===== config.mk =====
export PLATFORM = sky130hd
export DESIGN_NAME = ascii_to_unsigned_parser_top
export DESIGN_NICKNAME = d
export VERILOG_FILES = /design/src/rtl/atu_pkg.sv /design/src/rtl/atu_step.sv /design/src/rtl/ascii_to_unsigned_parser_top.sv
export SDC_FILE = /design/constraint.sdc
export NUM_CORES = 1
export LEC_CHECK = 0
export BUFFER_PORTS_ARGS = -buffer_cell sky130_fd_sc_hd__buf_2
export CORE_MARGIN = 3
export CORE_UTILIZATION = 52
export CTS_BUF_LIST = sky130_fd_sc_hd__clkbuf_8
export CTS_CLUSTER_DIAMETER = 200
export DETAILED_ROUTE_END_ITERATION = 8
export GPL_TIMING_DRIVEN = 0
export PLACE_DENSITY = 0.72
export SYNTH_ARGS = -nofsm -noshare
export SYNTH_HDL_FRONTEND = slang
export SYNTH_SLANG_ARGS = --single-unit

===== constraint.sdc =====
create_clock -name clk_i -period 8.8 [get_ports clk_i]
set_clock_uncertainty 0.15 [all_clocks]
set_input_delay 0.44 -clock clk_i [delete_from_list [all_inputs] [get_ports clk_i]]
set_output_delay 0.44 -clock clk_i [all_outputs]
set_load 0.01 [all_outputs]

===== src/rtl/atu_pkg.sv =====
`default_nettype none

package atu_pkg;

  // Characters the parser looks for
  localparam logic [7:0] CHAR_ZERO  = 8'h30;
  localparam logic [7:0] CHAR_NINE  = 8'h39;
  localparam logic [7:0] CHAR_A_LO  = 8'h61;
  localparam logic [7:0] CHAR_Z_LO  = 8'h7a;
  localparam logic [7:0] CHAR_A_UP  = 8'h41;
  localparam logic [7:0] CHAR_Z_UP  = 8'h5a;
  localparam logic [7:0] CHAR_X_LO  = 8'h78;
  localparam logic [7:0] CHAR_MINUS = 8'h2d;
  localparam logic [7:0] CHAR_PLUS  = 8'h2b;
  localparam logic [7:0] CHAR_SPACE = 8'h20;
  localparam logic [7:0] CHAR_TAB   = 8'h09;
  localparam logic [7:0] CHAR_LF    = 8'h0a;
  localparam logic [7:0] CHAR_VT    = 8'h0b;
  localparam logic [7:0] CHAR_FF    = 8'h0c;
  localparam logic [7:0] CHAR_CR    = 8'h0d;

  // Radix codes
  localparam int unsigned BASE_W = 6;
  localparam logic [BASE_W-1:0] BASE_AUTO  = 6'd0;
  localparam logic [BASE_W-1:0] BASE_OCT   = 6'd8;
  localparam logic [BASE_W-1:0] BASE_DEC   = 6'd10;
  localparam logic [BASE_W-1:0] BASE_HEX   = 6'd16;
  localparam logic [BASE_W-1:0] BASE_RESET = BASE_DEC;
  // Never below any radix, so it is never taken as a digit
  localparam logic [BASE_W-1:0] NO_DIGIT   = 6'h3f;

  localparam int unsigned OUT_VALUE_W = 64;
  localparam int unsigned CONSUMED_W  = 8;

  typedef enum logic [5:0] {
    PH_WS     = 6'b000001,
    PH_PREFIX = 6'b000010,
    PH_ZERO   = 6'b000100,
    PH_HEXX   = 6'b001000,
    PH_DIGITS = 6'b010000,
    PH_DONE   = 6'b100000
  } phase_e;

  typedef struct packed {
    phase_e              phase;
    logic                minus_seen;
    logic [BASE_W-1:0]   active_base;
  } ctl_t;

  typedef struct packed {
    logic       start_req;
    logic [7:0] char_in;
  } in_item_t;

  typedef struct packed {
    logic [OUT_VALUE_W-1:0] value;
    logic [CONSUMED_W-1:0]  consumed;
  } out_item_t;

  function automatic logic [BASE_W-1:0] digit_val(input logic [7:0] c);
    logic [BASE_W-1:0] d;
    d = NO_DIGIT;
    if (c >= CHAR_ZERO && c <= CHAR_NINE) begin
      d = BASE_W'(c - CHAR_ZERO);
    end else if (c >= CHAR_A_LO && c <= CHAR_Z_LO) begin
      d = BASE_W'(c - CHAR_A_LO + 8'd10);
    end else if (c >= CHAR_A_UP && c <= CHAR_Z_UP) begin
      d = BASE_W'(c - CHAR_A_UP + 8'd10);
    end
    return d;
  endfunction

  function automatic logic is_space(input logic [7:0] c);
    return (c == CHAR_SPACE) || (c == CHAR_TAB) || (c == CHAR_CR) ||
           (c == CHAR_LF) || (c == CHAR_FF) || (c == CHAR_VT);
  endfunction

endpackage

`default_nettype wire


===== src/rtl/atu_step.sv =====
`default_nettype none

module atu_step import atu_pkg::*; #(
  parameter int unsigned VALUE_WIDTH = 64,
  parameter int unsigned MAX_LEN     = 255,
  parameter int unsigned CNT_W       = 8
) (
  input  wire  logic                   start_i,
  input  wire  logic [7:0]             char_i,
  input  wire  logic [BASE_W-1:0]      number_base_i,
  input  wire  ctl_t                   ctl_i,
  input  wire  logic [VALUE_WIDTH-1:0] acc_i,
  input  wire  logic [CNT_W-1:0]       cnt_i,
  output ctl_t                         ctl_o,
  output logic [VALUE_WIDTH-1:0]       acc_o,
  output logic [CNT_W-1:0]             cnt_o,
  output logic                         emit_o,
  output out_item_t                    result_o
);

  localparam int unsigned SUM_W = CNT_W + 1;
  localparam logic [SUM_W-1:0] MaxLenC = SUM_W'(MAX_LEN);

  ctl_t                   ctl_cur;
  logic [VALUE_WIDTH-1:0] acc_cur;
  logic [CNT_W-1:0]       cnt_cur;
  logic [BASE_W-1:0]      dig;
  logic [BASE_W-1:0]      mul_base;
  logic                   do_acc;
  logic [1:0]             inc;
  logic                   have_digits;
  logic [VALUE_WIDTH+5:0] prod;
  logic [VALUE_WIDTH-1:0] val;
  logic [SUM_W-1:0]       cnt_sum;
  logic [CNT_W+7:0]       cnt_ext;

  // Start of a new string clears the parser state first
  assign ctl_cur = start_i ? ctl_t'{phase: PH_WS, minus_seen: 1'b0, active_base: BASE_AUTO}
                           : ctl_i;
  assign acc_cur = start_i ? '0 : acc_i;
  assign cnt_cur = start_i ? '0 : cnt_i;
  assign dig     = digit_val(char_i);

  // Decide what this character does
  always_comb begin
    logic prefix_path;
    logic digit_path;
    prefix_path = 1'b0;
    digit_path  = 1'b0;
    ctl_o       = ctl_cur;
    mul_base    = ctl_cur.active_base;
    do_acc      = 1'b0;
    inc         = 2'd0;
    have_digits = 1'b1;
    emit_o      = 1'b0;

    unique case (ctl_cur.phase)
      PH_WS: begin
        if (is_space(char_i)) begin
          inc = 2'd1;
        end else if (char_i == CHAR_MINUS || char_i == CHAR_PLUS) begin
          ctl_o.minus_seen = (char_i == CHAR_MINUS);
          ctl_o.phase      = PH_PREFIX;
          inc              = 2'd1;
        end else begin
          prefix_path = 1'b1;
        end
      end
      PH_PREFIX: prefix_path = 1'b1;
      PH_ZERO: begin
        if (char_i == CHAR_X_LO) begin
          ctl_o.active_base = BASE_HEX;
          ctl_o.phase       = PH_HEXX;
        end else begin
          mul_base   = (ctl_cur.active_base == BASE_AUTO) ? BASE_OCT : ctl_cur.active_base;
          digit_path = 1'b1;
        end
      end
      PH_HEXX: begin
        mul_base = BASE_HEX;
        if (dig < BASE_HEX) begin
          do_acc      = 1'b1;
          inc         = 2'd2;
          ctl_o.phase = PH_DIGITS;
        end else begin
          emit_o      = 1'b1;
          ctl_o.phase = PH_DONE;
        end
      end
      PH_DIGITS: digit_path = 1'b1;
      PH_DONE: ;
      default: ;
    endcase

    // Sign or prefix stage: sample the configured radix
    if (prefix_path) begin
      ctl_o.active_base = number_base_i;
      if (char_i == CHAR_ZERO &&
          (number_base_i == BASE_AUTO || number_base_i == BASE_HEX)) begin
        inc         = 2'd1;
        ctl_o.phase = PH_ZERO;
      end else begin
        mul_base    = (number_base_i == BASE_AUTO) ? BASE_DEC : number_base_i;
        digit_path  = 1'b1;
        have_digits = 1'b0;
      end
    end

    // Take a digit below the radix, or stop
    if (digit_path) begin
      ctl_o.active_base = mul_base;
      if (dig < mul_base) begin
        do_acc      = 1'b1;
        inc         = 2'd1;
        ctl_o.phase = PH_DIGITS;
      end else begin
        emit_o      = 1'b1;
        ctl_o.phase = PH_DONE;
      end
    end
  end

  // Accumulate: one narrow multiply by the radix plus the digit
  assign prod  = acc_cur * mul_base;
  assign acc_o = do_acc ? (prod[VALUE_WIDTH-1:0] + VALUE_WIDTH'(dig)) : acc_cur;

  // Advance the character count, saturating
  assign cnt_sum = {1'b0, cnt_cur} + SUM_W'(inc);
  assign cnt_o   = (cnt_sum > MaxLenC) ? MaxLenC[CNT_W-1:0] : cnt_sum[CNT_W-1:0];

  // Result word: negate on a minus sign, zero when no digit was seen
  assign val     = ctl_cur.minus_seen ? ('0 - acc_cur) : acc_cur;
  assign cnt_ext = {8'h00, cnt_cur};
  assign result_o.value    = have_digits ? OUT_VALUE_W'(val) : '0;
  assign result_o.consumed = have_digits ? cnt_ext[CONSUMED_W-1:0] : '0;

endmodule

`default_nettype wire


===== src/rtl/ascii_to_unsigned_parser_top.sv =====
// A stopping character waits in the input register; its result word is then
// loaded into the result register and shown as valid.
// Throughput: one character per cycle; the input stalls only while the result
// register holds a word that the receiver has not yet taken.
// Reset (asynchronous, active low): radix register to 10, parser to whitespace
// skip with accumulator, sign, radix and count cleared; both stages empty.
`default_nettype none

module ascii_to_unsigned_parser_top import atu_pkg::*; #(
  parameter int unsigned MAX_LEN     = 255,
  parameter int unsigned VALUE_WIDTH = 64
) (
  input  wire  logic              clk_i,
  input  wire  logic              rst_ni,
  input  wire  logic              cfg_valid_i,
  output logic                    cfg_ready_o,
  input  wire  logic [BASE_W-1:0] cfg_data_i,
  input  wire  logic              in_valid_i,
  output logic                    in_ready_o,
  input  wire  in_item_t          in_data_i,
  output logic                    out_valid_o,
  input  wire  logic              out_ready_i,
  output out_item_t               out_data_o
);

  localparam int unsigned CNT_W = $clog2(MAX_LEN + 1);

  logic [BASE_W-1:0]      number_base_q;
  logic                   in_valid_q;
  in_item_t               in_q;
  ctl_t                   ctl_q;
  ctl_t                   ctl_d;
  logic [VALUE_WIDTH-1:0] acc_q;
  logic [VALUE_WIDTH-1:0] acc_d;
  logic [CNT_W-1:0]       cnt_q;
  logic [CNT_W-1:0]       cnt_d;
  logic                   emit;
  out_item_t              result;
  logic                   out_valid_q;
  out_item_t              out_q;
  logic                   proc_fire;

  assign cfg_ready_o = 1'b1;

  // Hold the radix register
  always_ff @(posedge clk_i or negedge rst_ni) begin
    if (!rst_ni) begin
      number_base_q <= BASE_RESET;
    end else if (cfg_valid_i && cfg_ready_o) begin
      number_base_q <= cfg_data_i;
    end
  end

  // A held word is processed once the result register can take its result
  assign proc_fire  = in_valid_q && (!out_valid_q || out_ready_i);
  assign in_ready_o = !in_valid_q || proc_fire;

  // Input register
  always_ff @(posedge clk_i or negedge rst_ni) begin
    if (!rst_ni) begin
      in_valid_q <= 1'b0;
    end else if (in_ready_o) begin
      in_valid_q <= in_valid_i;
    end
  end

  always_ff @(posedge clk_i) begin
    if (in_valid_i && in_ready_o) begin
      in_q <= in_data_i;
    end
  end

  atu_step #(
    .VALUE_WIDTH (VALUE_WIDTH),
    .MAX_LEN     (MAX_LEN),
    .CNT_W       (CNT_W)
  ) u_step (
    .start_i       (in_q.start_req),
    .char_i        (in_q.char_in),
    .number_base_i (number_base_q),
    .ctl_i         (ctl_q),
    .acc_i         (acc_q),
    .cnt_i         (cnt_q),
    .ctl_o         (ctl_d),
    .acc_o         (acc_d),
    .cnt_o         (cnt_d),
    .emit_o        (emit),
    .result_o      (result)
  );

  // Parser state, advanced once per processed word
  always_ff @(posedge clk_i or negedge rst_ni) begin
    if (!rst_ni) begin
      ctl_q <= '{phase: PH_WS, minus_seen: 1'b0, active_base: BASE_AUTO};
      acc_q <= '0;
      cnt_q <= '0;
    end else if (proc_fire) begin
      ctl_q <= ctl_d;
      acc_q <= acc_d;
      cnt_q <= cnt_d;
    end
  end

  // Result register: load on a stop, drop once taken
  always_ff @(posedge clk_i or negedge rst_ni) begin
    if (!rst_ni) begin
      out_valid_q <= 1'b0;
    end else if (proc_fire && emit) begin
      out_valid_q <= 1'b1;
    end else if (out_ready_i) begin
      out_valid_q <= 1'b0;
    end
  end

  always_ff @(posedge clk_i) begin
    if (proc_fire && emit) begin
      out_q <= result;
    end
  end

  assign out_valid_o = out_valid_q;
  assign out_data_o  = out_q;

endmodule

`default_nettype wire


After elaboration in Yosys (flattened, before gate mapping)
Index checks and enable logic that the tools add are counted.
- bits in registers: 174
- bits of input ports: 20
- add/subtract/negate cells: 8
- multipliers: 1
- magnitude comparators: 9
- equal/unequal tests: 16
- muxes and demuxes: 56
- reductions and logical operators: 21
- operators with widths (cell ; count):
    64-bit two-way mux ; 3
    6-bit two-way mux ; 18
    64-bit by 6-bit adder with 64-bit output ; 1
    64-bit by 6-bit multiplier with 64-bit output ; 1
    1-bit by 64-bit subtractor with 64-bit output, first input constant ; 1
    8-bit by 4-bit equality test with 1-bit output, second input constant ; 5
    8-bit by 6-bit equality test with 1-bit output, second input constant ; 4
    1-bit two-way mux ; 19
    6-bit case mux with 3 select lines ; 1
    8-bit by 7-bit greater-or-equal comparator with 1-bit output, second input constant ; 2
    8-bit by 7-bit less-or-equal comparator with 1-bit output, second input constant ; 2
    8-bit two-way mux ; 2
    7-bit two-way mux ; 2
    13-bit two-way mux ; 1
    6-bit by 4-bit adder with 6-bit output, second input constant ; 2
    6-bit by 5-bit equality test with 1-bit output, second input constant ; 2
    6-bit logical NOT ; 2
    2-bit two-way mux ; 6
    6-bit case mux with 2 select lines ; 1
    6-bit subtractor, second input constant ; 2
    8-bit by 2-bit adder with 9-bit output ; 1
    9-bit by 8-bit greater-than comparator with 1-bit output, second input constant ; 1
    1-bit logical OR ; 9
    8-bit by 7-bit equality test with 1-bit output, second input constant ; 1
    other kinds (14) ; 22

Depth between registers and ports, before layout
Gate-level depths: netlist (run 1).
- word-level depth: 15
- depth in mapped cells: 29

Hierarchy
From an unflattened synthesis (run 1), not the netlist that was laid out.
- cell total of the unflattened synthesis: 2285
- area total of the unflattened synthesis: 21206.6 um^2
- by module, submodules not included (module ; instances ; cells each ; area an instance (um^2)):
    atu_step ; 1 ; 1999 ; 15055.7
    ascii_to_unsigned_parser_top ; 1 ; 286 ; 6150.9

Least setup slack after synthesis (run 1)
Ideal clock, no wire load.
- path type: reg2reg
- start: reg in_q[0] in the netlist's numbering
- end: reg acc_q[61]
- arrival: 7.286 ns
- setup slack: 1.295 ns
- cell stages (with the launch flop): 28
- buffers on the path: 3
- clock period less this slack: 7.505 ns
- cells stage by stage: edfxtp_1 ha_1 o21ba_1 o311a_1 o211a_1 o311ai_0 nand2_1 inv_1 clkbuf_1 clkbuf_1 nor2_1 fa_1 fa_1 fa_1 ha_1 ha_1 buf_2 nand2_1 nor2_1 and3_1 a21bo_2 a211oi_2 o31a_1 o41a_1 o21ai_1 a41oi_1 or4_1 nand3_1
- cells in the longest elaborated chain, start to end: 13
- elaborated cells on any way between the ends: 54
- those cells by class: 6 x add/sub; 1 x mul; 8 x order compare; 10 x eq/ne; 19 x mux; 10 x reduce/logical
- RTL lines (what ; line ; RTL):
    start, declared ; ascii_to_unsigned_parser_top.sv:30 ; in_item_t in_q;
    start signal, assigned ; ascii_to_unsigned_parser_top.sv:69 ; in_q <= in_data_i;
    branches (longest 12 deep; another with 64-bit by 6-bit multiplier with 64-bit output) ; -- ;
    64-bit two-way mux * ; atu_step.sv:125 ; assign acc_o = do_acc ? (prod[VALUE_WIDTH-1:0] + VALUE_WIDTH'(dig)) : acc_cur;
    end signal, assigned ; ascii_to_unsigned_parser_top.sv:95 ; acc_q <= '0;
    end signal, assigned ; ascii_to_unsigned_parser_top.sv:99 ; acc_q <= acc_d;
    end, declared ; ascii_to_unsigned_parser_top.sv:33 ; logic [VALUE_WIDTH-1:0] acc_q;
Mark *: on every way between the ends.
A chain may end at the register's enable or synchronous reset.

Worst setup path after layout (run 1)
Same ends and word-level chain as after synthesis.

==> impl_results.md, run 1 <==
* Outcome: complete, no violations
* Vias per cell at 6.08
* Finish-stage setup viols at 0
* GRT met1 Usage at a little over two fifths
* Tcrit/Tclk final at around 97%
* CP endpoint kind: register
* Crit Path Max Fanout at 11
* Register area share after synthesis at 23.3%
* Total Nets Final at around 2800
* Fill cells at approximately 3400
* RR Startpoint: in_q[0]$_DFFE_PP_
* Mapped Nets at around 2700
* Num Clock Sinks at about 170
* Ratio of cells with drive above 1 in the final layout at between 10 and 15%
* Worst-Skew Late Latency at about 0.53 ns
* Max-cap violations at 0
* Number of flops mapped to enable cells by yosys at 81
* Post-synthesis cell type count at 92
* Worst hold path type: in -> reg
* Die footprint at ~42000 um^2
* Tot GR Track Use at approximately 30%
* Root Driver: clkbuf_8
* Post-DP HPWL at a little under 50000 um
* Power density cells at approximately 150 nW/um^2
* Yosys reg bits at between 150 and 200
* Non-Filler Instances at about 3000
* Synthesized cell area at 20400 um^2
* CP Class: reg -> reg
* Ys Warns at 0
* VDD IR-drop max at 126 uV
* Post-layout util at between 50 and 60%
* CTS tree: done
* Total congestion overflow at 0
* Power Total at approximately 0.0034 W
* Fraction of post-synthesis cell area in the top cell type by area at a little under a quarter
* Worst setup startpoint: in_q[0]$_DFFE_PP_
* Critical Path Sink: acc_q[61]$_DFFE_PN0P_
* DR DRC count at 0
* Die width at 204 um
* Worst Path Arrival at between 8 and 9 ns
* DIE HEIGHT at 204 um
* Normalized max-slew margin at about a quarter
* Mean Syn Cell Area at 8.96 um^2
* Total wire length at ~62000 um
* Clk slew on worst S/H paths at roughly 0.13 ns
* CORE AREA at between 30000 and 40000 um^2
* Unrepaired setup endpoints after global routing: no
* I/O pins at 95
* Largest net degree at the start of global routing at 73
* Slew @ Worst Pin at about 1.1 ns
* CP Launch Type: register
* Global route hottest layer: met2
* Biggest area consumer among synthesized cells: fa_1
* Initial core utilization at approximately 53%
* Grt met2 use at a little under half
* Req. time, crit path at between 9 and 10 ns
* Most common flop cell mapped by yosys: dfrtp_1
* Flop2flop setup slack at 0.29 ns
* DR pass1 iterations at 8
* Placer Congestion at 0.992
* First-pass GRT wire length at 98000 um
* Via count at approximately 18000
* Max Fclk at 117 MHz
* GRT met3 Usage at ~6.9%
* Initial antenna violation count at 1
* DRT iter0 DRCs at around 1900
* H-Tree Depth at 4
* Remaining antenna violation count after routing at 0
* Final Max Tran Viols at 0
* Crit Reg-Reg Endpoint: acc_q[61]$_DFFE_PN0P_
* Setup TNS at 0 ns
* Routed length per instance at around 21 um
* R2R cell count at 26
* Cell count after synthesis at approximately 2300
* Placed cell count at between 2000 and 3000
* IO Port Bufs at 92
* CTS Buffer Depth at 2
* Vias in the first global route at approximately 17000
* Asr flop ratio synth at 53.4%
* Final hold viol count at 0
* Minimum clock period at 8.51 ns
* Total clock buffers created by CTS at 17
* Lkg Pwr at ~11 nW
* Area contributors post-synth: fa_1, edfxtp_1, dfrtp_1, nor2_1, ha_1
* Area growth syn-to-layout at 9.12%
* Core Rows at a little over 70
Yosys cell counts, drive strengths merged (45+ instances only):
library cell,number
a21o,47
fa,241
edfxtp,81
xor2,86
nand2,237
xnor2,45
dfrtp,90
o21ai,144
ha,146
clkbuf,78
inv,80
a21oi,114
nor2,494
metrics by stage:
| step | hold WS [ns] | instance area, um^2 | setup WS (ns) |
|---|---|---|---|
| 2_1_floorplan | -0.00559 | 20400 | 1.29 |
| 3_3_place_gp | 0.325 | 21500 | -0.867 |
| 3_5_place_dp | 0.356 | 21600 | -0.925 |
| 4_1_cts | 0.000748 | 22200 | 0.000480 |
| 5_1_grt | 0.00957 | 22300 | 0.000897 |
| 6_report | 0.00292 | 22300 | 0.288 |
worst min path at each step:
stage	start	slack [ns]	cells after the start	endpoint
after floorplan	rst_ni	-0.006	0	acc_q[0]$_DFFE_PN0P_
after global placement	acc_q[63]$_DFFE_PN0P_	0.33	2	acc_q[63]$_DFFE_PN0P_
after detailed placement	rst_ni	0.36	1	acc_q[59]$_DFFE_PN0P_
after CTS	cfg_data_i[5]	0.0007	2	number_base_q[5]$_DFFE_PN0P_
after global routing	cfg_data_i[5]	0.01	2	number_base_q[5]$_DFFE_PN0P_
final	cfg_data_i[5]	0.003	2	number_base_q[5]$_DFFE_PN0P_
kinds of logic (layout without fill, tap and decap cells):
logic type                 count (synthesis)  after routing  synth area share, %
xor gates and xnor gates                 132            132                 5.73
adders and majority gates                387            387                 32.6
and+or+nand+nor                          924            924                 19.4
AOI/OAI and AO/OA                        453            453                 14.4
buffers and inverters                    198            339                 4.00
DFF                                      174            174                 23.3
muxes                                      9              9                0.484
other                                      1              2               0.0184
report_power, final:
part | total [W] | internal (W) | switching [W]
sequential | 0.00112 | 0.00102 | 0.000103
combinational | 0.00164 | 0.000505 | 0.00114
clock | 0.000593 | 0.000224 | 0.000369
total | 0.00336 | 0.00175 | 0.00161
metal layers:
layer  part of all wire (%)  vias up
met5                      0        -
met4                    3.0        0
met3                    9.8      132
met2                     46      870
met1                     42     8816
li1                       -     7995
cells in the final DEF, fill, tap and decap left out, types with 15 or more instances in the layout:
| cell | n |
|---|---|
| xnor2_1 | 45 |
| inv_1 | 78 |
| a21o_1 | 47 |
| buf_4 | 16 |
| nand3_1 | 24 |
| a21oi_1 | 111 |
| nand2_1 | 233 |
| fa_1 | 241 |
| clkbuf_1 | 57 |
| edfxtp_1 | 81 |
| and3_1 | 17 |
| o21ai_0 | 110 |
| nor2b_1 | 27 |
| dfrtp_1 | 90 |
| xor2_1 | 86 |
| nand2b_1 | 16 |
| clkbuf_8 | 18 |
| o31ai_1 | 18 |
| nor3_1 | 21 |
| ha_1 | 146 |
| o21ai_1 | 29 |
| clkbuf_2 | 20 |
| nand4_1 | 22 |
| nor2_1 | 492 |
| buf_2 | 113 |
| nor4_1 | 15 |
sequential cells by signal, indices dropped and copies added, names as in the netlist:
register / cells
acc_q: 64
cnt_q: 8
ctl_q: 13
in_q: 9
in_valid_q: 1
number_base_q: 6
out_data_o: 72
out_valid_o: 1
critical path, cell delays in order (launching register included):
cell        delay, ns
edfxtp_1         0.52
inv_1            0.14
ha_1             0.25
and2_1           0.16
o311a_1          0.37
o211a_1          0.33
o311ai_1         0.43
nand2_2          0.25
clkinvlp_4       0.32
buf_2            0.34
nor2_1           0.11
fa_1             0.58
fa_1             0.45
fa_1             0.52
ha_1             0.32
ha_1             0.41
nand2_1          0.09
o21ai_1          0.26
a21oi_1          0.10
a21bo_2          0.24
a211oi_2         0.12
o31a_1           0.41
o41a_1           0.51
o21ai_2          0.24
a41oi_1          0.22
or4_1            0.51
nand3_1          0.09
cell type report:
| cell class | count | area [um^2] | share of cell area [%] |
|---|---|---|---|
| diodes | 1 | 2.50 | 0.0112 |
| plain buffers | 117 | 548 | 2.46 |
| clock buffers | 18 | 248 | 1.11 |
| clock inverters | 14 | 178 | 0.797 |
| inverters | 80 | 307 | 1.38 |
| multi-input cells | 1906 | 14900 | 67.1 |
| flip-flops and latches | 174 | 4760 | 21.4 |
| well taps | 511 | 639 | 2.87 |
| repair buffers | 110 | 651 | 2.92 |
what timing repair did:
| action | CTS | global route |
|---|---|---|
| buffers inserted | 0 | 4 |
| resized for setup | 16 | 49 |
| hold endpoints to repair | 61 | 0 |
| setup endpoints to repair | 35 | 27 |
| hold buffers | 13 | 0 |
| cloned | 0 | 0 |
No activity file was read; power rests on OpenSTA's default activity.
==> run 2: changes to the inputs <==
--- a/config.mk
+++ b/config.mk
@@ -6,13 +6,15 @@
 export NUM_CORES = 1
 export LEC_CHECK = 0
 export BUFFER_PORTS_ARGS = -buffer_cell sky130_fd_sc_hd__buf_2
+export CELL_PAD_IN_SITES_DETAIL_PLACEMENT = 1
+export CELL_PAD_IN_SITES_GLOBAL_PLACEMENT = 1
 export CORE_MARGIN = 3
-export CORE_UTILIZATION = 52
+export CORE_UTILIZATION = 51
 export CTS_BUF_LIST = sky130_fd_sc_hd__clkbuf_8
 export CTS_CLUSTER_DIAMETER = 200
 export DETAILED_ROUTE_END_ITERATION = 8
 export GPL_TIMING_DRIVEN = 0
-export PLACE_DENSITY = 0.72
+export PLACE_DENSITY = 0.88
 export SYNTH_ARGS = -nofsm -noshare
 export SYNTH_HDL_FRONTEND = slang
 export SYNTH_SLANG_ARGS = --single-unit
==> run 2 against run 1 <==
- sequential share of layout area down 0.14 points
- sequential power about the same
- critical endpoint is now acc_q[49]$_DFFE_PN0P_
- register-to-register slack worse by 0.20 ns
- flip-flop and latch count unchanged
- highest routed layer unchanged
- via count up 5.7%
- utilization down 0.98 points
- first-iteration DRC count down 11%
==> impl_results.md, run 2 (same netlist as run 1, synthesis figures left out) <==
* Non-Filler Instances at just under 3000
* Max reg flops at between 70 and 80
* Largest net degree at the start of global routing at 55
* Die width at 206 um
* Tcrit/Tclk final at between 90% and 100%
* Power density cells at between 150 and 200 nW/um^2
* Final Max Tran Viols at 0
* CTS tree: done
* CP Class: reg -> reg
* Worst hold path type: in -> reg
* CP endpoint kind: register
* First-pass GRT wire length at between 100000 and 150000 um
* Placed cell count at ~2900
* Final hold viol count at 0
* Num Clock Sinks at roughly 170
* CORE AREA at 39100 um^2
* Most frequent CP cell: fa_1
* Tot GR Track Use at a little over a third
* Commonest non-fill, non-tap cell in the layout: nor2_1
* Worst-Skew Late Latency at 0.52 ns
* CP Launch Type: register
* Crit Path Max Fanout at 10
* DR DRC count at 0
* Lkg Pwr at 10.7 nW
* Minimum clock period at 8.71 ns
* R2R cell count at 26
* Req. time, crit path at 9.05 ns
* Crit path depth at 26
* Placer Congestion at 0.961
* Clk slew on worst S/H paths at 0.11 ns
* Via count at around 19000
* Initial antenna violation count at 0
* Total congestion overflow at 0
* Die footprint at ~42000 um^2
* Int Power at ~0.0018 W
* I/O pins at 95
* Combinational power share at about 51%
* Flop pwr share at between 30 and 40%
* Max-cap violations at 0
* Flop2flop setup slack at around 0.086 ns
* Worst Path Arrival at between 8 and 9 ns
* Slew @ Worst Pin at approximately 1.1 ns
* Core Rows at between 70 and 80
* Ratio of cells with drive above 1 in the final layout at a little over a tenth
* Sw Ratio at 48.9%
* DIE HEIGHT at 206 um
* Post-DP HPWL at 58000 um
* Fill cells at roughly 4600
* Initial core utilization at a little over half
* Most frequent cells in the layout: nor2_1, fa_1, nand2_1
* Root Driver: clkbuf_8
* Routed length per instance at 25.3 um
* Clock share of power at 17.2%
* Outcome: complete, no violations
* Total clock buffers created by CTS at 17
* H-Tree Depth at 4
* Area growth syn-to-layout at 9.82%
* Normalized max-slew margin at around a quarter
* DRT iter0 DRCs at ~1700
* Remaining antenna violation count after routing at 0
* IO Port Bufs at a little over 90
* Total Nets Final at 2823
* DR pass1 iterations at 6
* Critical Path Max Stage Delay at between 0.5 and 0.6 ns
* Sequential cell area at between 4000 and 5000 um^2
* Net load switching power at 0.00172 W
* CP bufs+invs at 3
* WHS Path Cells at 2
* Area occupied by multi-input gates at between 10000 and 15000 um^2
* VDD IR-drop max at 121 uV
* Power Total at between 0.003 and 0.004 W
* Max Fclk at roughly 110 MHz
* Total wire length at between 70000 and 80000 um
* CP delay by family, top: compound AO/OA/AOI/OAI gates
* Finish-stage setup viols at 0
* CP max stage cell: fa_1
* Vias per cell at about 6.4
* Post-layout util at 57.4%
* CTS Buffer Depth at 2
* Vias in the first global route at between 15000 and 20000
[run 2: stage by stage]
stage	hold WS [ns]	setup WS (ns)	TNS, ns	area, um^2
2_1_floorplan	-0.00559	1.29	0	20400
6_report	0.00763	0.0859	0	22400
5_1_grt	0.0298	-0.0559	-0.154	22400
4_1_cts	0.000909	0.0136	0	22200
3_5_place_dp	0.326	-1.02	-19.17	21600
3_3_place_gp	0.328	-0.760	-9.81	21500
[run 2: path summary, 6_finish.rpt]
| kind | startpoint | to |
|---|---|---|
| worst min register to register | ctl_q[3]$_DFFE_PN0P_ | ctl_q[3]$_DFFE_PN0P_ |
| min in group asynchronous | rst_ni | ctl_q[5]$_DFFE_PN0P_ |
| max in group asynchronous | rst_ni | acc_q[19]$_DFFE_PN0P_ |
| worst max-delay path | in_q[0]$_DFFE_PP_ | acc_q[49]$_DFFE_PN0P_ |
| worst max register to register | in_q[0]$_DFFE_PP_ | acc_q[49]$_DFFE_PN0P_ |
| worst min-delay path | cfg_data_i[2] | number_base_q[2]$_DFFE_PN0P_ |
[run 2: timing repair]
| action | in CTS | in global routing |
|---|---|---|
| endpoints found under the hold margin | 50 | 0 |
| endpoints found under the setup margin | 38 | 27 |
| buffers inserted | 2 | 10 |
| resized for setup | 29 | 42 |
| hold buffers | 15 | 0 |
| pin swaps | 0 | 2 |
[run 2: per-layer routing]
layer | global-route usage (%) | part of all wire (%) | vias to the layer above
met3 | 6.58 | 8.4 | 222
met5 | 0 | 0 | -
li1 | - | - | 8010
met1 | 46.5 | 40 | 9600
met4 | 15.7 | 4.5 | 0
met2 | 57.5 | 47 | 995
[run 2: final cells by class]
class	instances	share of cell area (%)
multi-input cells	1906	66.8
flip-flops and latches	174	21.2
repair buffers	121	3.40
well taps	518	2.89
plain buffers	116	2.45
inverters	80	1.36
clock buffers	17	1.04
clock inverters	15	0.781
diodes	1	0.0112
[run 2: power groups by stage]
| stage | Sequential, W | Clock (W) | Combinational (W) |
|---|---|---|---|
| floorplan | 0.00115 | 0 | 0.00100 |
| global placement | 0.00114 | 0 | 0.00155 |
| detailed placement | 0.00114 | 0 | 0.00163 |
| CTS | 0.00112 | 0.000596 | 0.00167 |
| global route | 0.00114 | 0.000630 | 0.00188 |
| finish | 0.00113 | 0.000603 | 0.00178 |
==> run 3: changes to the inputs <==
--- a/config.mk
+++ b/config.mk
@@ -5,16 +5,17 @@
 export SDC_FILE = /design/constraint.sdc
 export NUM_CORES = 1
 export LEC_CHECK = 0
+export ABC_AREA = 1
 export BUFFER_PORTS_ARGS = -buffer_cell sky130_fd_sc_hd__buf_2
 export CELL_PAD_IN_SITES_DETAIL_PLACEMENT = 1
 export CELL_PAD_IN_SITES_GLOBAL_PLACEMENT = 1
 export CORE_MARGIN = 3
-export CORE_UTILIZATION = 51
+export CORE_UTILIZATION = 49
 export CTS_BUF_LIST = sky130_fd_sc_hd__clkbuf_8
 export CTS_CLUSTER_DIAMETER = 200
 export DETAILED_ROUTE_END_ITERATION = 8
 export GPL_TIMING_DRIVEN = 0
-export PLACE_DENSITY = 0.88
+export PLACE_DENSITY = 0.87
 export SYNTH_ARGS = -nofsm -noshare
 export SYNTH_HDL_FRONTEND = slang
 export SYNTH_SLANG_ARGS = --single-unit
==> run 3 against run 2 <==
- sequential power grew 25%
- fmax grew 0.85%
- flip-flop and latch count unchanged
- via count up 16%
- synthesized area up 9.4%
- clock-buffer cell count up 1
- register-to-register slack improved by 0.07 ns
- critical path type unchanged
- critical endpoint is now acc_q[59]$_DFFE_PN0P_
- largest power group unchanged
==> impl_results.md, run 3 <==
* Total wire length at between 80000 and 90000 um
* Max reg flops at ~70
* Via count at ~22000
* Area contributors post-synth: fa_1, edfxtp_1, dfrtp_1, nor2_1, nand2_1
* Final Max Tran Viols at 0
* Final hold viol count at 0
* First-pass GRT wire length at ~130000 um
* CP max stage cell: edfxtp_1
* Area growth syn-to-layout at 8.62%
* Root Driver: clkbuf_8
* CP Class: reg -> reg
* Final Cell Area at about 24000 um^2
* Tot GR Track Use at 37.4%
* Tcrit/Tclk final at approximately 98%
* VDD IR-drop max at 140 uV
* Post-layout util at a little over half
* IO Port Bufs at 93
* Cell count after synthesis at between 2000 and 3000
* H-Tree Depth at 4
* Remaining antenna violation count after routing at 0
* Placer Congestion at roughly 0.96
* CTS tree: done
* Total Nets Final at 3494
* Die footprint at around 48000 um^2
* Register area share after synthesis at about a fifth
* Post-DP HPWL at between 70000 and 80000 um
* Most common flop cell mapped by yosys: dfrtp_1
* Vias per cell at 5.89
* Commonest non-fill, non-tap cell in the layout: nor2_1
* Normalized max-slew margin at between 10% and 20%
* Asr flop ratio synth at approximately 53%
* Worst-Skew Late Latency at slightly above 0.5 ns
* Largest net degree at the start of global routing at a little under 60
* Post-synthesis cell type count at 70
* Number of flops mapped to enable cells by yosys at 81
* Slew @ Worst Pin at around 1.2 ns
* Total congestion overflow at 0
* Finish-stage setup viols at 0
* CORE AREA at ~45000 um^2
* Vias in the first global route at ~23000
* Ys Warns at 0
* Worst Path Arrival at 8.90 ns
* Routed length per instance at 24.0 um
* CTS Buffer Depth at 2
* Met1 wire length at 35500 um
* Met2 Wirelength at roughly 40000 um
* Synthesized cell area at 22300 um^2
* Initial antenna violation count at 1
* Die width at between 200 and 250 um
* Total clock buffers created by CTS at 17
* Initial core utilization at approximately 50%
* Mean Syn Cell Area at between 7 and 8 um^2
* Crit Path Max Fanout at 10
* Req. time, crit path at between 9 and 10 ns
* DR pass1 iterations at 5
* Met3 Routed Length at 7790 um
* Max-cap violations at 0
* Lkg Pwr at between 10 and 15 nW
* DIE HEIGHT at between 200 and 250 um
* Most frequent CP cell: nand2_1
* Critical Path Max Stage Delay at 0.53 ns
* Most frequent cell after synthesis: nor2_1
* Yosys reg bits at approximately 170
* Max Fclk at between 100 and 150 MHz
* Power density cells at roughly 280 nW/um^2
* Core Rows at 77
* Worst hold path type: in -> reg
* CP Launch Type: register
* Biggest area consumer among synthesized cells: fa_1
* WHS Path Cells at 3
* Num Clock Sinks at roughly 170
* Top routing layer used: met5
* CP endpoint kind: register
* DR DRC count at 0
* Minimum clock period at 8.64 ns
* Most frequent cells in the layout: nor2_1, nand2_1, inv_1
* R2R cell count at 31
* I/O pins at 95
* DRT iter0 DRCs at about 1500
* Outcome: complete, no violations
* Placed Area at about 24000 um^2
* Ratio of cells with drive above 1 in the final layout at 8.35%
* Mapped Nets at approximately 3400
* Clk slew on worst S/H paths at approximately 0.09 ns
* Top cells by count, synth: nor2_1, nand2_1, inv_1, fa_1, a21oi_1
* Fraction of post-synthesis cell area in the top cell type by area at between 20% and 30%
* Antenna cells at 0
[run 3: cell count changes after synthesis, moves of 51 or more]
cell,previous run,this run
nor2_1,492,600
xor2_1,86,35
a21oi_1,112,164
nand2_1,235,568
nand3_1,25,108
inv_1,80,357
[run 3: power breakdown]
part	switching, W	leakage [nW]	internal, W
combinational	0.00340	9.80	0.00143
clock	0.000317	0.212	0.000284
sequential	0.000204	1.97	0.00121
[run 3: cells by family after synthesis]
family                   synth area share, %
AO/OA/AOI/OAI                           11.1
XOR/XNOR                                2.59
buffers and inverters                   8.57
AND/OR/NAND/NOR                         26.6
other                                 0.0168
flip-flops                              21.3
adder cells (fa/ha/maj)                 29.8
[run 3: through the flow]
step	std cells	setup TNS [ns]	hold WS (ns)	worst slack [ns]	power (W)
2_1_floorplan	2953	0	-0.00559	2.50	0.00440
3_3_place_gp	3638	-1.44	0.314	-0.400	0.00586
3_5_place_dp	3641	-2.10	0.318	-0.489	0.00606
4_1_cts	3690	0	0.00271	0.0192	0.00670
5_1_grt	3692	-0.0312	0.0390	-0.0177	0.00734
6_report	3692	0	0.0203	0.159	0.00684
[run 3: routing by layer]
layer / global-route usage [%] / up-vias
met4: 18.5 / 2
met5: 0 / -
met2: 59.3 / 922
met1: 47.6 / 10882
li1: - / 9722
met3: 9.49 / 231
[run 3: final timing paths]
path	startpoint	to	slack [ns]
worst max-delay path	in_q[4]$_DFFE_PP_	acc_q[59]$_DFFE_PN0P_	0.16
worst min-delay path	cfg_data_i[1]	number_base_q[1]$_DFFE_PN1P_	0.02
worst max register to register	in_q[4]$_DFFE_PP_	acc_q[59]$_DFFE_PN0P_	0.16
worst min register to register	acc_q[57]$_DFFE_PN0P_	acc_q[57]$_DFFE_PN0P_	0.35
max in group asynchronous	rst_ni	acc_q[49]$_DFFE_PN0P_	7.44
min in group asynchronous	rst_ni	acc_q[4]$_DFFE_PN0P_	0.32
[run 3: timing repair]
action | 4_1_cts | 5_1_grt
hold endpoints to repair | 47 | 0
resized for setup | 9 | 22
setup buffers | 0 | 3
setup endpoints to repair | 15 | 33
hold buffers | 17 | 0
pin swaps | 0 | 0
[run 3: cell type report]
| class | instances | area [um^2] |
|---|---|---|
| sequential | 174 | 4760 |
| inverter | 379 | 1430 |
| timing repair buffer | 116 | 728 |
| multi-input combinational | 2303 | 15700 |
| buffer | 96 | 493 |
| fill | 5741 | 20300 |
| clock buffer | 18 | 248 |
| tap | 592 | 741 |
| clock inverter | 14 | 153 |
[run 3: critical path, delay by kind of cell, from the launching register on]
family	cells	cell delay [ns]
compound gates	3	1.18
flops	1	0.53
buf+inv	4	0.87
simple gates	18	3.31
fa+ha+maj	6	2.44
